File: src/rtl/core/rbd_pkg.sv
package rbd_pkg;

   typedef enum logic [3:0] {
      CMD_PUSH_FRONT = 4'd0,
      CMD_PUSH_BACK  = 4'd1,
      CMD_POP_FRONT  = 4'd2,
      CMD_POP_BACK   = 4'd3,
      CMD_GET        = 4'd4,
      CMD_SET        = 4'd5,
      CMD_INSERT     = 4'd6,
      CMD_REMOVE     = 4'd7,
      CMD_CLEAR      = 4'd8,
      CMD_RESIZE     = 4'd9,
      CMD_SWAP       = 4'd10
   } cmd_type;

   typedef enum logic [1:0] {
      ST_OK    = 2'd0,
      ST_FULL  = 2'd1,
      ST_EMPTY = 2'd2,
      ST_RANGE = 2'd3
   } status_type;

   localparam int CMD_W = 4;

endpackage

File: src/rtl/core/rbd_ram.sv
module rbd_ram #(
   parameter int WIDTH = 32,
   parameter int DEPTH = 16,
   localparam int AW = (DEPTH > 1) ? $clog2(DEPTH) : 1
) (
   input  logic             clock,
   input  logic             wr_en,
   input  logic [AW-1:0]    wr_addr,
   input  logic [WIDTH-1:0] wr_data,
   input  logic             rd_en,
   input  logic [AW-1:0]    rd_addr,
   output logic [WIDTH-1:0] rd_data
);

   logic [WIDTH-1:0] mem_ff [DEPTH];
   logic [WIDTH-1:0] rd_data_ff;

   always_ff @(posedge clock) begin
      if (wr_en) begin
         mem_ff[wr_addr] <= wr_data;
      end
      if (rd_en) begin
         rd_data_ff <= mem_ff[rd_addr];
      end
   end

   assign rd_data = rd_data_ff;

endmodule

File: src/rtl/core/ring_buffer_deque.sv
// Fixed-capacity double-ended queue of DEPTH elements of WIDTH bits, kept in one
// single-port-read, single-port-write RAM addressed through a head slot and a
// length. Every command beat returns exactly one response beat carrying the read
// element (get only, zero otherwise), a status (ok, full, empty, out of range) and
// the length after the command. The command is taken while a previous response
// still waits in the output register. Swap reads both elements and writes them
// back crossed; resize that grows zero-fills each new element; insert and remove
// shift the elements on the side of the nearer end, none when nothing shifts and
// at most about DEPTH/2 otherwise. The element RAM has one read and one write
// port, and a move copies one element per cycle through its registered read. A
// finished command waits in the done state while a full output register is not
// drained, and no new command is taken until it is handed on.
module ring_buffer_deque #(
   parameter int DEPTH = 16,
   parameter int WIDTH = 32,
   localparam int AW = $clog2(DEPTH),
   localparam int CW = $clog2(DEPTH + 1),
   localparam int IN_DW = ((CW + AW + WIDTH + 7) / 8) * 8,
   localparam int OUT_DW = ((WIDTH + CW + 7) / 8) * 8
) (
   input  logic                     clock,
   input  logic                     reset,
   input  logic                     req_tvalid,
   output logic                     req_tready,
   input  logic [IN_DW-1:0]         req_tdata,  // index, second_index, value
   input  logic [rbd_pkg::CMD_W-1:0] req_tuser, // command
   output logic                     rsp_tvalid,
   input  logic                     rsp_tready,
   output logic [OUT_DW-1:0]        rsp_tdata,  // read_value, length
   output logic [1:0]               rsp_tuser   // status
);

   typedef enum logic [2:0] {
      S_IDLE,
      S_MOVE,
      S_FILL,
      S_SWAP_A,
      S_SWAP_B,
      S_SWAP_C,
      S_DONE
   } state_type;

   state_type            state_ff, state_in;
   logic [AW-1:0]        head_ff, head_in;
   logic [CW-1:0]        count_ff, count_in;
   rbd_pkg::status_type  status_ff, status_in;
   logic                 get_ok_ff, get_ok_in;
   logic                 ins_ff, ins_in;
   logic                 front_ff, front_in;
   logic                 up_ff, up_in;
   logic                 wr_pend_ff, wr_pend_in;
   logic [CW-1:0]        left_ff, left_in;
   logic [AW-1:0]        to_ff, to_in;
   logic [AW-1:0]        pos_ff, pos_in;
   logic [AW-1:0]        pos_b_ff, pos_b_in;
   logic [AW-1:0]        wr_slot_ff, wr_slot_in;
   logic [WIDTH-1:0]     val_ff, val_in;
   logic [WIDTH-1:0]     tmp_ff, tmp_in;
   logic                 rsp_valid_ff, rsp_valid_in;
   logic [WIDTH-1:0]     rsp_data_ff, rsp_data_in;
   logic [CW-1:0]        rsp_len_ff, rsp_len_in;
   rbd_pkg::status_type  rsp_status_ff, rsp_status_in;

   logic                 wr_en;
   logic [AW-1:0]        wr_addr;
   logic [WIDTH-1:0]     wr_data;
   logic                 rd_en;
   logic [AW-1:0]        rd_addr;
   logic [WIDTH-1:0]     ram_rdata;

   logic [rbd_pkg::CMD_W-1:0] req_cmd;
   logic [CW-1:0]        req_idx;
   logic [AW-1:0]        req_jdx;
   logic [WIDTH-1:0]     req_val;
   logic [AW-1:0]        idx_lo;
   logic [AW-1:0]        count_lo;
   logic [CW-1:0]        rem_back;
   logic [AW-1:0]        from_pos;

   function automatic logic [AW-1:0] slot_of(input logic [AW-1:0] head,
                                             input logic [AW-1:0] pos);
      logic [AW:0] sum;
      sum = {1'b0, head} + {1'b0, pos};
      if (sum >= (AW + 1)'(DEPTH)) begin
         return AW'(sum - (AW + 1)'(DEPTH));
      end
      return sum[AW-1:0];
   endfunction

   function automatic logic [AW-1:0] head_back(input logic [AW-1:0] head);
      return (head == '0) ? AW'(DEPTH - 1) : AW'(head - 1'b1);
   endfunction

   function automatic logic [AW-1:0] head_fwd(input logic [AW-1:0] head);
      return (head == AW'(DEPTH - 1)) ? '0 : AW'(head + 1'b1);
   endfunction

   assign req_cmd  = req_tuser;
   assign req_idx  = req_tdata[CW-1:0];
   assign req_jdx  = req_tdata[CW +: AW];
   assign req_val  = req_tdata[CW + AW +: WIDTH];
   assign idx_lo   = req_idx[AW-1:0];
   assign count_lo = count_ff[AW-1:0];
   assign rem_back = CW'(count_ff - req_idx - 1'b1);
   assign from_pos = up_ff ? AW'(to_ff + 1'b1) : AW'(to_ff - 1'b1);

   assign req_tready = (state_ff == S_IDLE);
   assign rsp_tvalid = rsp_valid_ff;
   assign rsp_tdata  = OUT_DW'({rsp_len_ff, rsp_data_ff});
   assign rsp_tuser  = rsp_status_ff;

   always_comb begin
      state_in      = state_ff;
      head_in       = head_ff;
      count_in      = count_ff;
      status_in     = status_ff;
      get_ok_in     = get_ok_ff;
      ins_in        = ins_ff;
      front_in      = front_ff;
      up_in         = up_ff;
      wr_pend_in    = wr_pend_ff;
      left_in       = left_ff;
      to_in         = to_ff;
      pos_in        = pos_ff;
      pos_b_in      = pos_b_ff;
      wr_slot_in    = wr_slot_ff;
      val_in        = val_ff;
      tmp_in        = tmp_ff;
      rsp_valid_in  = rsp_valid_ff & ~rsp_tready;
      rsp_data_in   = rsp_data_ff;
      rsp_len_in    = rsp_len_ff;
      rsp_status_in = rsp_status_ff;
      wr_en         = 1'b0;
      wr_addr       = '0;
      wr_data       = '0;
      rd_en         = 1'b0;
      rd_addr       = '0;

      unique case (state_ff)
         S_IDLE: begin
            if (req_tvalid) begin
               state_in   = S_DONE;
               status_in  = rbd_pkg::ST_OK;
               get_ok_in  = 1'b0;
               ins_in     = 1'b0;
               front_in   = 1'b0;
               wr_pend_in = 1'b0;
               val_in     = req_val;
               pos_in     = idx_lo;
               unique case (req_cmd)
                  rbd_pkg::CMD_PUSH_FRONT: begin
                     if (count_ff == CW'(DEPTH)) begin
                        status_in = rbd_pkg::ST_FULL;
                     end else begin
                        head_in  = head_back(head_ff);
                        count_in = CW'(count_ff + 1'b1);
                        wr_en    = 1'b1;
                        wr_addr  = head_back(head_ff);
                        wr_data  = req_val;
                     end
                  end
                  rbd_pkg::CMD_PUSH_BACK: begin
                     if (count_ff == CW'(DEPTH)) begin
                        status_in = rbd_pkg::ST_FULL;
                     end else begin
                        count_in = CW'(count_ff + 1'b1);
                        wr_en    = 1'b1;
                        wr_addr  = slot_of(head_ff, count_lo);
                        wr_data  = req_val;
                     end
                  end
                  rbd_pkg::CMD_POP_FRONT: begin
                     if (count_ff == '0) begin
                        status_in = rbd_pkg::ST_EMPTY;
                     end else begin
                        head_in  = head_fwd(head_ff);
                        count_in = CW'(count_ff - 1'b1);
                     end
                  end
                  rbd_pkg::CMD_POP_BACK: begin
                     if (count_ff == '0) begin
                        status_in = rbd_pkg::ST_EMPTY;
                     end else begin
                        count_in = CW'(count_ff - 1'b1);
                     end
                  end
                  rbd_pkg::CMD_GET: begin
                     if (req_idx >= count_ff) begin
                        status_in = rbd_pkg::ST_RANGE;
                     end else begin
                        get_ok_in = 1'b1;
                        rd_en     = 1'b1;
                        rd_addr   = slot_of(head_ff, idx_lo);
                     end
                  end
                  rbd_pkg::CMD_SET: begin
                     if (req_idx >= count_ff) begin
                        status_in = rbd_pkg::ST_RANGE;
                     end else begin
                        wr_en   = 1'b1;
                        wr_addr = slot_of(head_ff, idx_lo);
                        wr_data = req_val;
                     end
                  end
                  rbd_pkg::CMD_INSERT: begin
                     if (req_idx > count_ff) begin
                        status_in = rbd_pkg::ST_RANGE;
                     end else if (count_ff == CW'(DEPTH)) begin
                        status_in = rbd_pkg::ST_FULL;
                     end else begin
                        count_in = CW'(count_ff + 1'b1);
                        ins_in   = 1'b1;
                        state_in = S_MOVE;
                        if (req_idx <= (count_ff >> 1)) begin
                           head_in = head_back(head_ff);
                           up_in   = 1'b1;
                           to_in   = '0;
                           left_in = req_idx;
                        end else begin
                           up_in   = 1'b0;
                           to_in   = count_lo;
                           left_in = CW'(count_ff - req_idx);
                        end
                     end
                  end
                  rbd_pkg::CMD_REMOVE: begin
                     if (req_idx >= count_ff) begin
                        status_in = rbd_pkg::ST_RANGE;
                     end else begin
                        count_in = CW'(count_ff - 1'b1);
                        state_in = S_MOVE;
                        to_in    = idx_lo;
                        if (req_idx < rem_back) begin
                           up_in    = 1'b0;
                           front_in = 1'b1;
                           left_in  = req_idx;
                        end else begin
                           up_in   = 1'b1;
                           left_in = rem_back;
                        end
                     end
                  end
                  rbd_pkg::CMD_CLEAR: begin
                     count_in = '0;
                     head_in  = '0;
                  end
                  rbd_pkg::CMD_RESIZE: begin
                     if (req_idx > CW'(DEPTH)) begin
                        status_in = rbd_pkg::ST_FULL;
                     end else begin
                        count_in = req_idx;
                        if (req_idx > count_ff) begin
                           state_in = S_FILL;
                           to_in    = count_lo;
                           left_in  = CW'(req_idx - count_ff);
                        end
                     end
                  end
                  rbd_pkg::CMD_SWAP: begin
                     if (req_idx >= count_ff || CW'(req_jdx) >= count_ff) begin
                        status_in = rbd_pkg::ST_RANGE;
                     end else begin
                        pos_b_in = req_jdx;
                        rd_en    = 1'b1;
                        rd_addr  = slot_of(head_ff, idx_lo);
                        state_in = S_SWAP_A;
                     end
                  end
                  default: begin
                  end
               endcase
            end
         end
         S_MOVE: begin
            if (wr_pend_ff) begin
               wr_en   = 1'b1;
               wr_addr = wr_slot_ff;
               wr_data = ram_rdata;
            end
            if (left_ff != '0) begin
               rd_en      = 1'b1;
               rd_addr    = slot_of(head_ff, from_pos);
               wr_pend_in = 1'b1;
               wr_slot_in = slot_of(head_ff, to_ff);
               to_in      = from_pos;
               left_in    = CW'(left_ff - 1'b1);
            end else begin
               wr_pend_in = 1'b0;
               if (!wr_pend_ff) begin
                  if (ins_ff) begin
                     wr_en   = 1'b1;
                     wr_addr = slot_of(head_ff, pos_ff);
                     wr_data = val_ff;
                  end
                  if (front_ff) begin
                     head_in = head_fwd(head_ff);
                  end
                  state_in = S_DONE;
               end
            end
         end
         S_FILL: begin
            wr_en   = 1'b1;
            wr_addr = slot_of(head_ff, to_ff);
            wr_data = '0;
            to_in   = AW'(to_ff + 1'b1);
            left_in = CW'(left_ff - 1'b1);
            if (left_ff == CW'(1)) begin
               state_in = S_DONE;
            end
         end
         S_SWAP_A: begin
            rd_en    = 1'b1;
            rd_addr  = slot_of(head_ff, pos_b_ff);
            tmp_in   = ram_rdata;
            state_in = S_SWAP_B;
         end
         S_SWAP_B: begin
            wr_en    = 1'b1;
            wr_addr  = slot_of(head_ff, pos_ff);
            wr_data  = ram_rdata;
            state_in = S_SWAP_C;
         end
         S_SWAP_C: begin
            wr_en    = 1'b1;
            wr_addr  = slot_of(head_ff, pos_b_ff);
            wr_data  = tmp_ff;
            state_in = S_DONE;
         end
         S_DONE: begin
            if (!rsp_valid_ff || rsp_tready) begin
               rsp_valid_in  = 1'b1;
               rsp_data_in   = get_ok_ff ? ram_rdata : '0;
               rsp_len_in    = count_ff;
               rsp_status_in = status_ff;
               state_in      = S_IDLE;
            end
         end
         default: begin
            state_in = S_IDLE;
         end
      endcase
   end

   always_ff @(posedge clock) begin
      status_ff     <= status_in;
      get_ok_ff     <= get_ok_in;
      ins_ff        <= ins_in;
      front_ff      <= front_in;
      up_ff         <= up_in;
      left_ff       <= left_in;
      to_ff         <= to_in;
      pos_ff        <= pos_in;
      pos_b_ff      <= pos_b_in;
      wr_slot_ff    <= wr_slot_in;
      val_ff        <= val_in;
      tmp_ff        <= tmp_in;
      rsp_data_ff   <= rsp_data_in;
      rsp_len_ff    <= rsp_len_in;
      rsp_status_ff <= rsp_status_in;
      if (reset) begin
         state_ff     <= S_IDLE;
         head_ff      <= '0;
         count_ff     <= '0;
         wr_pend_ff   <= 1'b0;
         rsp_valid_ff <= 1'b0;
      end else begin
         state_ff     <= state_in;
         head_ff      <= head_in;
         count_ff     <= count_in;
         wr_pend_ff   <= wr_pend_in;
         rsp_valid_ff <= rsp_valid_in;
      end
   end

   rbd_ram #(
      .WIDTH(WIDTH),
      .DEPTH(DEPTH)
   ) u_ram (
      .clock  (clock),
      .wr_en  (wr_en),
      .wr_addr(wr_addr),
      .wr_data(wr_data),
      .rd_en  (rd_en),
      .rd_addr(rd_addr),
      .rd_data(ram_rdata)
   );

endmodule

File: config.mk
export PLATFORM = sky130hd
export DESIGN_NAME = ring_buffer_deque
export DESIGN_NICKNAME = d
export VERILOG_FILES = /design/src/rtl/core/rbd_pkg.sv /design/src/rtl/core/rbd_ram.sv /design/src/rtl/core/ring_buffer_deque.sv
export SDC_FILE = /design/constraint.sdc
export NUM_CORES = 1
export LEC_CHECK = 0
export BUFFER_PORTS_ARGS = -buffer_cell sky130_fd_sc_hd__buf_4
export CORE_ASPECT_RATIO = 1.4
export CORE_MARGIN = 2
export CORE_UTILIZATION = 45
export DETAILED_ROUTE_END_ITERATION = 8
export PLACE_DENSITY = 0.58
export SYNTH_ARGS = -nofsm -noshare
export SYNTH_HDL_FRONTEND = slang
export SYNTH_SLANG_ARGS = --single-unit
File: constraint.sdc
create_clock -name clock -period 11.7 [get_ports clock]
set_input_delay 1.755 -clock clock [delete_from_list [all_inputs] [get_ports clock]]
set_output_delay 1.755 -clock clock [all_outputs]
set_load 0.03 [all_outputs]
==> summary by stage <==
Routing
The detail route stage leaves a number of antenna-violating nets equal to 0. The detailed router finished its first iteration with 2220 violations. After detailed routing, the average wire length per cell comes to 27.8 µm. The mean number of vias per cell is 6.36. The first-pass iteration count of the detailed router is 7. The final wirelength is 88100 µm. The overall via count from detail_route is 20200. The residual DRC count is 0.

Floorplan
The die is 311 µm tall. The floorplan step set the die width to 223 µm. The initial utilization of the core area, before any placement, comes to 45.5%. The die covers 69400 µm². The row count is 112. The placeable core area is 66600 µm². The number of top-level design ports is 100.

Synth
After synthesis, the netlist uses 67 different library cells. The total of warnings raised by yosys is 0. The fraction of registers with async set/reset is 0%. The share of Yosys cell area claimed by the top area cell type is 66.8%. The share of the yosys chip area belonging to registers is 67.8%. The library cell with the largest summed area after synthesis is sky130_fd_sc_hd__edfxtp_1. The number of synthesized flops with an enable pin is 674. Synthesis handed over a netlist of 2235 instances. By area the synthesized netlist is led by sky130_fd_sc_hd__edfxtp_1 67%, sky130_fd_sc_hd__a211o_1 2.7%, sky130_fd_sc_hd__and3_1 2.5%. The total of flip-flops plus latches after synthesis is 688.

sky130_fd_sc_hd__edfxtp_1 is the most common cell in the netlist. The average instance area after synthesis is 13.5 µm². The area of the mapped netlist is 30300 µm². In the synthesized netlist the dominant register cell turns out to be sky130_fd_sc_hd__edfxtp_1. The commonest cells after synthesis are 674 x sky130_fd_sc_hd__edfxtp_1, 168 x sky130_fd_sc_hd__nand2_1, 132 x sky130_fd_sc_hd__clkbuf_1.

Clock network
The clock-pin slew on the worst setup and hold paths is 60 ps. The number of setup buffers added after CTS is 0. TritonCTS built the clock tree. The number of buffers inserted by hold repair at cts is 0.

The number of buffers between clock root and the deepest sink is 3. In this run the number of H-tree levels came out at 3. The post-cts sizing count is 0. In this run, CTS created clock tree buffers numbering 66. The cell at the root of the clock tree is sky130_fd_sc_hd__clkbuf_16. Clock tree synthesis found a total of 688 sinks. The latest clock arrival within the worst-skew pair is 630 ps.

Placed design
The number of buffer cells added on primary ports is 89. The standard cell area after detailed placement is 31900 µm². The post-DP HPWL is 49100 µm. The cell total after placement is 3056. The final weighted congestion in routability-driven placement is 0.878.

Global routing
Global routing used 44.1% of the available met2 tracks. The global router's overall resource usage is 25.1%. The first global-routing pass estimated 130000 µm of wire.

The leftover overflow at the end of global routing is 0. For met3 alone, demand over resource in global routing was 3.98%. The number of global-route vias before repair is 20300. The pin count of the biggest net entering global routing is 88. The busiest metal layer after global routing is met2. Global routing consumed, on the met1 layer, 30.8% of the routing resources. The number of antenna violations at the first check in global routing was 0.

Timing
Based on the critical path, the design can be clocked at up to 0.165 GHz. The total count of hold-check failures in the final report came to 0. The total negative slack for setup checks is 0 ps.

Setup repair after global routing left no endpoint under its margin. For the finished layout, the period the worst path requires is 6050 ps. Between clock sinks in the finished design, the worst skew comes to 22.4 ps.

For the pin with the worst max-slew slack, the measured transition is 1280 ps. The final-report max-slew violation count is 0. The worst hold margin is 418 ps. The count of endpoints failing setup in the final report is 0.

The final critical path takes up 51.7% of the cycle. In this run the tightest slew margin relative to its limit is 14.2%.

Pwr
Combinational logic burns 31.5% of the power. Summed over all cells, the static leakage comes to 11.9 nW. For this design the ratio of total power to cell area is 252 nW/µm². The maximum VDD drop is 0.131 mV. The internal power is 5.62 mW. Summed over all nets, the switching power comes to 2.96 mW. The power share of the sequential group is 43.5%. Of the total power, the share spent switching nets is 34.5%. The clock power share is 25.0%.

Critical path
The maximum fanout along the worst path is 23. The largest stage delay on the critical path is 1030 ps. The required time at the endpoint of the critical path is 11960 ps. The worst setup path is launched from an input pin. The kind of cell with the highest combined delay on the critical path is simple AND/OR/NAND/NOR gates. The signal on the critical path passes through buf_4, inv_1, ha_1, nand2b_1, a31oi_1, nor2_1, nand3_1, o22ai_1, a221oi_1, nand2b_1, nor3_2, buf_4. The critical path start-end classification is input pin to flop. The number of buffers and inverters on the critical path is 3. The cell at the slowest stage of the critical path is sky130_fd_sc_hd__nor3_2.

For the worst setup path, the data arrival time is 6310 ps. STA classifies the critical path endpoint as a flop.

Flow run
The number of maximum-capacitance constraint violations is 0.

Cells and area
Compared with the post-synthesis result, the final layout area differs by 12.4%. The fill cell total of the finished layout is 5551. Leaving out filler cells and counting taps, the final layout contains 3173. The final design area excluding fillers is 34000 µm². The number of nets at the end of the flow is 2384. Of the cells placed in the final design, the portion with a size suffix greater than 1 is 12.3%. The post-route core utilization is 51.1%. The antenna cell count is 0.

Run status
The flow ran to the end, and the final reports show no timing, DRC or antenna violations.

Hold path
In this run the worst hold path is classified as flop to flop.
## placed cells by master (no fill, tap or decap), types with 8 or more instances in the layout
cell type                   instances
sky130_fd_sc_hd__a22oi_1           46
sky130_fd_sc_hd__o21ai_1           30
sky130_fd_sc_hd__fa_1               9
sky130_fd_sc_hd__clkbuf_1          10
sky130_fd_sc_hd__clkinv_2           8
sky130_fd_sc_hd__and2_1            73
sky130_fd_sc_hd__dfxtp_1           14
sky130_fd_sc_hd__a211o_1           92
sky130_fd_sc_hd__a222oi_1          32
sky130_fd_sc_hd__a2111oi_0         32
sky130_fd_sc_hd__a21oi_1          105
sky130_fd_sc_hd__a31oi_1           40
sky130_fd_sc_hd__buf_4            145
sky130_fd_sc_hd__clkbuf_16         67
sky130_fd_sc_hd__ha_1              50
sky130_fd_sc_hd__nor3_1            41
sky130_fd_sc_hd__xor2_1            14
sky130_fd_sc_hd__and3_1           123
sky130_fd_sc_hd__mux2i_1            9
sky130_fd_sc_hd__nand3_1           52
sky130_fd_sc_hd__inv_1             35
sky130_fd_sc_hd__nor2_4            11
sky130_fd_sc_hd__xnor2_1           24
sky130_fd_sc_hd__nor2_1            52
sky130_fd_sc_hd__edfxtp_1         674
sky130_fd_sc_hd__clkinv_1          17
sky130_fd_sc_hd__o21ai_0           88
sky130_fd_sc_hd__a21o_1            15
sky130_fd_sc_hd__nand2_1          165
sky130_fd_sc_hd__nor2b_1           11
sky130_fd_sc_hd__a311o_1           30
sky130_fd_sc_hd__a32oi_1           68
## final timing paths
path	slack [ps]	depth (start not counted)	startpoint	to
min	420	0	status_ff[0]$_DFFE_PP_	rsp_tuser[0]$_DFFE_PP_
min reg2reg	420	0	status_ff[0]$_DFFE_PP_	rsp_tuser[0]$_DFFE_PP_
max reg2reg	6340	11	count_ff[4]$_SDFFE_PP0P_	u_ram.mem_ff[6][28]$_DFFE_PP_
max	5650	12	req_tdata[0]	u_ram.mem_ff[6][28]$_DFFE_PP_
## cell type report
class                      instances  area, µm²  share of cell area [%]
tap                              855       1070                    3.14
clock inverter                    40        413                    1.21
inverter                          38        143                   0.419
clock buffer                      77       1710                    5.03
multi-input combinational       1330       9100                    26.7
timing repair buffer             145       1090                    3.20
sequential                       688      20500                    60.3
## state kept, by name, summed over array words and instances, names as in the netlist, 5 cells and up
name and cells:
tmp_ff 32, count_ff 5, rsp_data_ff 32, rsp_len_ff 5, u_ram.rd_data 32, val_ff 32
u_ram.mem_ff 512, left_ff 5
## cell families (layout without fill, tap and decap cells)
kind of cell / count (synthesis) / after routing / synth area share [%]
multiplexers: 9 / 9 / 0.298
AND/OR/NAND/NOR: 576 / 576 / 9.72
flip-flops: 688 / 688 / 67.8
adder cells (fa/ha/maj): 59 / 59 / 2.66
XOR/XNOR: 38 / 38 / 1.10
buffers and inverters: 219 / 300 / 3.00
AO/OA/AOI/OAI: 645 / 645 / 15.4
other: 1 / 3 / 0.0124
## stage by stage
step                setup slack, ps  power, mW
detailed placement             5080       6.48
global route                   5360       8.95
global placement               5220       6.40
finish                         5650       8.58
floorplan                      5270       5.45
CTS                            5730       8.61
## power groups by stage
| stage | Combinational (mW) | Sequential, mW | Clock [mW] |
|---|---|---|---|
| floorplan | 1.68 | 3.77 | 0 |
| global route | 2.91 | 3.77 | 2.27 |
| finish | 2.70 | 3.74 | 2.14 |
| detailed placement | 2.70 | 3.78 | 0 |
| CTS | 2.71 | 3.73 | 2.17 |
| global placement | 2.64 | 3.76 | 0 |
## layer usage
metal	wire length, µm	up-vias
li1	-	8887
met1	34700	10300
met2	44500	824
met3	5580	210
met4	3310	0
met5	0	-
No activity file was read; power rests on OpenSTA's default activity.
